$ cat config.mk
export PLATFORM = sky130hd
export DESIGN_NAME = ws2812_strip_frame_encoder
export DESIGN_NICKNAME = d
export VERILOG_FILES = /design/src/design/ws2812_pkg.sv /design/src/design/ws2812_strip_frame_encoder.sv
export SDC_FILE = /design/constraint.sdc
export NUM_CORES = 1
export LEC_CHECK = 0
export BUFFER_PORTS_ARGS = -buffer_cell sky130_fd_sc_hd__buf_2
export CORE_ASPECT_RATIO = 1.2
export CORE_MARGIN = 2
export CORE_UTILIZATION = 60
export DETAILED_ROUTE_END_ITERATION = 8
export MAX_ROUTING_LAYER = met4
export PLACE_DENSITY = 0.88
export SLEW_MARGIN = 5
export SYNTH_ARGS = -nofsm -noshare
export SYNTH_HDL_FRONTEND = slang
export SYNTH_SLANG_ARGS = --single-unit
$ cat constraint.sdc
create_clock -name clk -period 5.3 [get_ports clk]
set_input_delay 1.06 -clock clk [delete_from_list [all_inputs] [get_ports clk]]
set_output_delay 1.06 -clock clk [all_outputs]
set_load 0.02 [all_outputs]
$ cat src/design/ws2812_pkg.sv
package ws2812_pkg;

  localparam int LED_COUNT_DEF      = 32;
  localparam int GRADIENT_STEPS_DEF = 20;
  localparam int BITS_PER_LED       = 24;
  localparam int POS_W              = 10;

  localparam logic [1:0] REQ_WRITE = 2'd0;
  localparam logic [1:0] REQ_CLEAR = 2'd1;
  localparam logic [1:0] REQ_BAR   = 2'd2;
  localparam logic [1:0] REQ_TICK  = 2'd3;

  localparam logic [1:0] REG_CODE_ONE  = 2'd0;
  localparam logic [1:0] REG_CODE_ZERO = 2'd1;
  localparam logic [1:0] REG_TAIL_BITS = 2'd2;

  typedef logic [BITS_PER_LED-1:0] color_t;

  // blue-to-green bar gradient, packed green, red, blue
  function automatic color_t grad_color(input logic [7:0] k);
    color_t c;
    case (k)
      8'd0:    c = 24'h000014;
      8'd1:    c = 24'h000012;
      8'd2:    c = 24'h000010;
      8'd3:    c = 24'h00000E;
      8'd4:    c = 24'h00000C;
      8'd5:    c = 24'h01000A;
      8'd6:    c = 24'h020009;
      8'd7:    c = 24'h030008;
      8'd8:    c = 24'h040007;
      8'd9:    c = 24'h050006;
      8'd10:   c = 24'h060005;
      8'd11:   c = 24'h070004;
      8'd12:   c = 24'h080003;
      8'd13:   c = 24'h090002;
      8'd14:   c = 24'h0A0001;
      8'd15:   c = 24'h0C0000;
      8'd16:   c = 24'h0E0000;
      8'd17:   c = 24'h100000;
      8'd18:   c = 24'h120000;
      8'd19:   c = 24'h140000;
      default: c = 24'h000000;
    endcase
    return c;
  endfunction

endpackage

$ cat src/design/ws2812_strip_frame_encoder.sv
// WS2812 strip frame encoder. Holds one 24-bit colour per LED and, one tick beat at a
// time, hands out the PWM compare value of the next bit of the frame (green, red, blue,
// MSB first), followed by tail_bits zero codes. Write, clear and bar requests update the
// store and restart the frame; every input beat gives exactly one result beat. A write
// or an idle tick gives its result straight from the idle state, a frame tick passes
// through a store read state and a decode state, and clear or bar sweeps the colour
// store one entry per cycle first. After reset a like sweep clears the store before
// in_ready rises. The block takes no new beat until the result has been taken.
module ws2812_strip_frame_encoder
  import ws2812_pkg::*;
#(
  parameter int LED_COUNT      = LED_COUNT_DEF,
  parameter int GRADIENT_STEPS = GRADIENT_STEPS_DEF
) (
  input  logic        clk,
  input  logic        rst,
  input  logic        cfg_we,
  input  logic [1:0]  cfg_index,
  input  logic [15:0] cfg_data,
  input  logic        in_valid,
  output logic        in_ready,
  input  logic [1:0]  req_type,
  input  logic [7:0]  led_index,
  input  logic [7:0]  green,
  input  logic [7:0]  red,
  input  logic [7:0]  blue,
  input  logic [7:0]  bar_count,
  output logic        out_valid,
  input  logic        out_ready,
  output logic [15:0] pwm_duty,
  output logic        bit_valid,
  output logic        frame_last,
  output logic        busy_res,
  output logic        index_rejected
);

  localparam int AW         = (LED_COUNT > 1) ? $clog2(LED_COUNT) : 1;
  localparam int DATA_CODES = LED_COUNT * BITS_PER_LED;
  localparam int BAR_MAX    = (GRADIENT_STEPS < LED_COUNT) ? GRADIENT_STEPS : LED_COUNT;

  localparam logic [2:0] ST_IDLE  = 3'd0;
  localparam logic [2:0] ST_SWEEP = 3'd1;
  localparam logic [2:0] ST_READ  = 3'd2;
  localparam logic [2:0] ST_CALC  = 3'd3;
  localparam logic [2:0] ST_EMIT  = 3'd4;

  logic [2:0]       state;
  logic [15:0]      code_one;
  logic [15:0]      code_zero;
  logic [7:0]       tail_bits;
  logic             sending;
  logic [POS_W-1:0] code_pos;
  logic [AW-1:0]    led_cnt;
  logic [4:0]       bit_cnt;
  logic [AW-1:0]    sweep_cnt;
  logic [4:0]       sweep_n;
  logic             sweep_res;

  color_t           store [LED_COUNT];
  color_t           rd_word;
  logic             mem_we;
  logic [AW-1:0]    mem_addr;
  color_t           mem_wdata;

  logic             accept;
  logic             idx_ok;
  logic [POS_W:0]   pos_inc;
  logic [POS_W:0]   total;
  logic             in_data;
  logic             at_end;

  assign in_ready = (state == ST_IDLE);
  assign accept   = in_valid && in_ready;
  assign idx_ok   = ({1'b0, led_index} < 9'(LED_COUNT));
  assign pos_inc  = {1'b0, code_pos} + 1'b1;
  assign total    = (POS_W+1)'(DATA_CODES) + {3'b0, tail_bits};
  assign in_data  = ({1'b0, code_pos} < (POS_W+1)'(DATA_CODES));
  assign at_end   = (pos_inc >= total);

  always_comb begin
    mem_we    = 1'b0;
    mem_addr  = sweep_cnt;
    mem_wdata = '0;
    if (state == ST_SWEEP) begin
      mem_we = 1'b1;
      if ({3'b0, sweep_n} > 8'(sweep_cnt)) begin
        mem_wdata = grad_color(8'(sweep_cnt));
      end
    end else if (accept && req_type == REQ_WRITE && idx_ok) begin
      mem_we    = 1'b1;
      mem_addr  = AW'(led_index);
      mem_wdata = {green, red, blue};
    end
  end

  always_ff @(posedge clk) begin
    if (mem_we) begin
      store[mem_addr] <= mem_wdata;
    end
    rd_word <= store[led_cnt];
  end

  always_ff @(posedge clk) begin
    if (rst) begin
      code_one  <= '0;
      code_zero <= '0;
      tail_bits <= '0;
    end else if (cfg_we) begin
      case (cfg_index)
        REG_CODE_ONE:  code_one  <= cfg_data;
        REG_CODE_ZERO: code_zero <= cfg_data;
        REG_TAIL_BITS: tail_bits <= cfg_data[7:0];
        default: ;
      endcase
    end
  end

  always_ff @(posedge clk) begin
    if (rst) begin
      state     <= ST_SWEEP;   // clearing pass after reset
      sweep_cnt <= '0;
      sweep_n   <= '0;
      sweep_res <= 1'b0;
      sending   <= 1'b0;
      code_pos  <= '0;
      led_cnt   <= '0;
      bit_cnt   <= '0;
      out_valid <= 1'b0;
    end else begin
      case (state)
        ST_IDLE: begin
          if (accept) begin
            pwm_duty       <= '0;
            bit_valid      <= 1'b0;
            frame_last     <= 1'b0;
            index_rejected <= (req_type == REQ_WRITE) && !idx_ok;
            case (req_type)
              REQ_WRITE: begin
                busy_res       <= 1'b1;
                sending        <= 1'b1;
                code_pos       <= '0;
                led_cnt        <= '0;
                bit_cnt        <= '0;
                out_valid      <= 1'b1;
                state          <= ST_EMIT;
              end
              REQ_CLEAR, REQ_BAR: begin
                sweep_cnt <= '0;
                sweep_res <= 1'b1;
                if (req_type == REQ_CLEAR) begin
                  sweep_n <= '0;
                end else if (bar_count > 8'(BAR_MAX)) begin
                  sweep_n <= 5'(BAR_MAX);
                end else begin
                  sweep_n <= bar_count[4:0];
                end
                state <= ST_SWEEP;
              end
              default: begin
                if (sending) begin
                  state <= ST_READ;
                end else begin
                  busy_res  <= 1'b0;
                  out_valid <= 1'b1;
                  state     <= ST_EMIT;
                end
              end
            endcase
          end
        end
        ST_SWEEP: begin
          sweep_cnt <= sweep_cnt + 1'b1;
          if (sweep_cnt == AW'(LED_COUNT - 1)) begin
            if (sweep_res) begin
              busy_res  <= 1'b1;
              sending   <= 1'b1;
              code_pos  <= '0;
              led_cnt   <= '0;
              bit_cnt   <= '0;
              out_valid <= 1'b1;
              state     <= ST_EMIT;
            end else begin
              state <= ST_IDLE;
            end
          end
        end
        ST_READ: begin
          state <= ST_CALC;
        end
        ST_CALC: begin
          if (!in_data) begin
            pwm_duty <= '0;
          end else if (rd_word[5'(BITS_PER_LED - 1) - bit_cnt]) begin
            pwm_duty <= code_one;
          end else begin
            pwm_duty <= code_zero;
          end
          bit_valid <= 1'b1;
          if (at_end) begin
            frame_last <= 1'b1;
            busy_res   <= 1'b0;
            sending    <= 1'b0;
            code_pos   <= '0;
            led_cnt    <= '0;
            bit_cnt    <= '0;
          end else begin
            frame_last <= 1'b0;
            busy_res   <= 1'b1;
            code_pos   <= pos_inc[POS_W-1:0];
            if (bit_cnt == 5'(BITS_PER_LED - 1)) begin
              bit_cnt <= '0;
              // hold on the last LED once the data part is done
              if (led_cnt != AW'(LED_COUNT - 1)) begin
                led_cnt <= led_cnt + 1'b1;
              end
            end else begin
              bit_cnt <= bit_cnt + 1'b1;
            end
          end
          out_valid <= 1'b1;
          state     <= ST_EMIT;
        end
        ST_EMIT: begin
          if (out_ready) begin
            out_valid <= 1'b0;
            state     <= ST_IDLE;
          end
        end
        default: begin
          state <= ST_IDLE;
        end
      endcase
    end
  end

`ifndef SYNTHESIS
  a_ready_no_result: assert property (@(posedge clk) disable iff (rst)
    in_ready |-> !out_valid)
    else $error("input taken while a result is pending");

  a_last_ends_frame: assert property (@(posedge clk) disable iff (rst)
    (out_valid && frame_last) |-> (bit_valid && !busy_res && !sending))
    else $error("frame end without a code or still busy");

  a_reject_is_request: assert property (@(posedge clk) disable iff (rst)
    (out_valid && index_rejected) |-> (!bit_valid && busy_res))
    else $error("rejected index on a non-write beat");

  a_idle_pos_zero: assert property (@(posedge clk) disable iff (rst)
    !sending |-> (code_pos == '0 && bit_cnt == '0))
    else $error("position counters not cleared while idle");
`endif

endmodule

==> impl_results.md <==
* First-pass GRT wire length at 137.0 mm
* Warnings from Yosys at 0
* Final-layout fill cell count at 3335
* Die area at 60750 µm²
* Setup_tns at 0 ps
* Final Skew at 33.76 ps
* Leak pwr at 12.79 nW
* Final wirelength at 96.07 mm
* Worst Path Arrival at 4490 ps
* Slowest CP cell: and3_1
* Post-synthesis instance area at 35270 µm²
* Max Cap Violations at 0
* Area of the core at 58260 µm²
* H-tree Lvls at 3
* Num rows at 97
* Clock buffer depth at 3
* Pwr dens at 362.0 nW/µm²
* Min Tclk post-route at 4224 ps
* Post-synth EDFFs at 788
* Starting Density at 60.54%
* Drt pass-1 iters at 7
* Post-CTS Setup Repair Bufs at 0
* WL per Instance at 35.27 µm
* Placed Instance Area at 36780 µm²
* Port-buffer cells at 86
* Net Count, Synth at 1882
* Fraction of layout cells with a size suffix above 1 at 29.18%
* Largest net degree at the start of global routing at 78
* Worst hold slack at 455.4 ps
* # hold bufs at CTS at 0
* Sinks on Clock Net at 898
* Synth Register Bits at 898
* Storage cell area at 25880 µm²
* Nets at 1996
* Worst-margin pin slew at 1324 ps
* Synth top area cells: edfxtp_1, mux4_2, dfxtp_1, nand2_1, ha_1
* CTS root buf: clkbuf_16
* Antenna-violating nets left at 0
* Top FF cell, synth: edfxtp_1
* Kind of critical path: in2reg
* Initial antenna violation count at 12
* Yosys top cell by area: edfxtp_1
* Peak supply drop at 0.0002375 V
* Critical path fanouts, max at 24
* Via-to-Cell Ratio at 7.159
* Post_cts resized at 0
* Final setup violation count at 0
* Synth top cells by count: edfxtp_1, mux4_2, dfxtp_1
* Critical path endpoint category: flop
* Final global-route overflow total at 0
* P&R area growth vs syn at 12.06%
* Die Ht at 269.6 µm
* Vias at 19500
* Critical-path cell list: buf_2, nor4b_1, buf_4, and3_1, mux2i_1, nand2_1, nor2_4
* Cell with the most instances after synthesis: edfxtp_1
* Distinct cell type count after synthesis at 71
* Worst-Skew Late Latency at 660 ps
* HPWL Detailed at 53.74 mm
* Post-synthesis sequential area ratio at 73.34%
* Worst-path clk slew at 60 ps
* Initial drt markers at 3377
* CTS buffer count at 80
* Area of the multi-input gates at 9109 µm²
* Total power at 14.31 mW
* Worst path max stage delay at 870 ps
* Fmax at 236.8 MHz
* Worst Path Required at 5560 ps
* Syn Area/Cell at 19.73 µm²
* Ports at 87
* Period Utilization, post-route at 79.69%
* Global-route usage over all layers at 33.05%
* Final hold viol count at 0
* Routability congestion estimate at 0.9386
* Ys async rst share at 0%
* Drc violations at 0
* Post-synth top area share at 67.09%
* RSZ-0062 raised after global routing: no
* Die Width at 225.3 µm
* Setup crit start kind: input port
* CTS tree: done
* Post-route cell area at 39520 µm²
* Max-slew headroom at 11.75%
* Outcome: finished, final reports clean
* Syn Inst Count at 1788
* Vias in the first global route at 19290
* Hold Crit Class: reg2reg
* Fin. max-slew vios at 0
==> cells by family (layout without fill, tap and decap cells) <==
kind of cell    count (synthesis)  after routing  synth area share [%]
flops                         898            898                 73.34
buf+inv                       123            302                 1.600
other cells                     0             15                     0
mux                           300            300                 17.33
xor+xnor                        5              5                0.1242
compound gates                145            145                 2.828
simple gates                  288            288                 3.753
fa+ha+maj                      29             29                 1.029
==> worst max-delay path, delay by kind of cell <==
family	cells	cell delay, ps
AND/OR/NAND/NOR	4	2430
multiplexers	1	590
buffers and inverters	2	360
==> metrics by stage <==
stage | instances | setup slack [ps] | util [%]
2_1_floorplan | 1788 | 1135 | -
3_3_place_gp | 2562 | 1080 | 63.13
3_5_place_dp | 2562 | 762.9 | 63.13
4_1_cts | 2709 | 1164 | 67.77
5_1_grt | 2720 | 977.3 | 67.83
6_report | 2724 | 1076 | 67.84
==> where the power goes <==
part           internal [mW]  switching (mW)  leakage, nW
clock                   3.43            2.66         1.31
combinational          0.146           0.291         3.03
sequential              7.73          0.0465         8.45
total                   11.3            3.00         12.8
==> final cells by class <==
| class | instances | share of cell area, % |
|---|---|---|
| Sequential cell | 898 | 65.47 |
| Multi-Input combinational cell | 767 | 23.05 |
| Clock buffer | 102 | 5.429 |
| Tap cell | 742 | 2.349 |
| Timing Repair Buffer | 123 | 1.887 |
| Clock inverter | 45 | 1.415 |
| Inverter | 32 | 0.3039 |
| Antenna cell | 15 | 0.09497 |
==> routing by layer <==
metal  vias to the layer above  wire, µm  global-route usage (%)
met5                         -         0                       -
met4                         0      6009                   17.74
met3                       324     11500                   7.911
met2                      1664     46250                   50.10
met1                      9981     32310                   41.77
li1                       7532         -                       -
==> state kept, by name, summed over array words and instances (netlist names), named ones only <==
register,flops
sweep_res,1
sweep_cnt,5
sweep_n,5
bit_cnt,5
frame_last,1
tail_bits,8
out_valid,1
code_zero,16
led_cnt,5
store,768
rd_word,24
state,3
bit_valid,1
index_rejected,1
sending,1
pwm_duty,16
code_one,16
code_pos,10
busy_res,1
==> placed cells by master (no fill, tap or decap), types with 8 or more instances in the layout <==
cell type,instances
clkinv_2,13
clkbuf_16,81
edfxtp_1,788
mux2i_1,29
o21ai_0,21
diode_2,15
nor2_4,32
clkbuf_1,17
mux4_2,246
buf_2,86
ha_1,29
mux2_2,25
nand2_1,107
a31oi_1,11
dfxtp_1,106
a21oi_1,46
and2_1,12
nor2_1,56
a22o_1,15
nand3_1,14
clkinv_1,10
buf_4,34
bufinv_16,11
and3_1,8
nor3_1,12
inv_1,32
==> final timing paths <==
path / startpoint / cells past startpoint / slack, ps / end
worst min-delay path: code_zero[13]$_SDFFE_PP0P_ / 2 / 460 / code_zero[13]$_SDFFE_PP0P_
worst max register to register: state[2]$_SDFFE_PP0P_ / 6 / 1080 / store[3][16]$_DFFE_PP_
worst max-delay path: in_valid / 7 / 1080 / store[3][16]$_DFFE_PP_
worst min register to register: code_zero[13]$_SDFFE_PP0P_ / 2 / 460 / code_zero[13]$_SDFFE_PP0P_
Power figures use the tool's default switching activity.
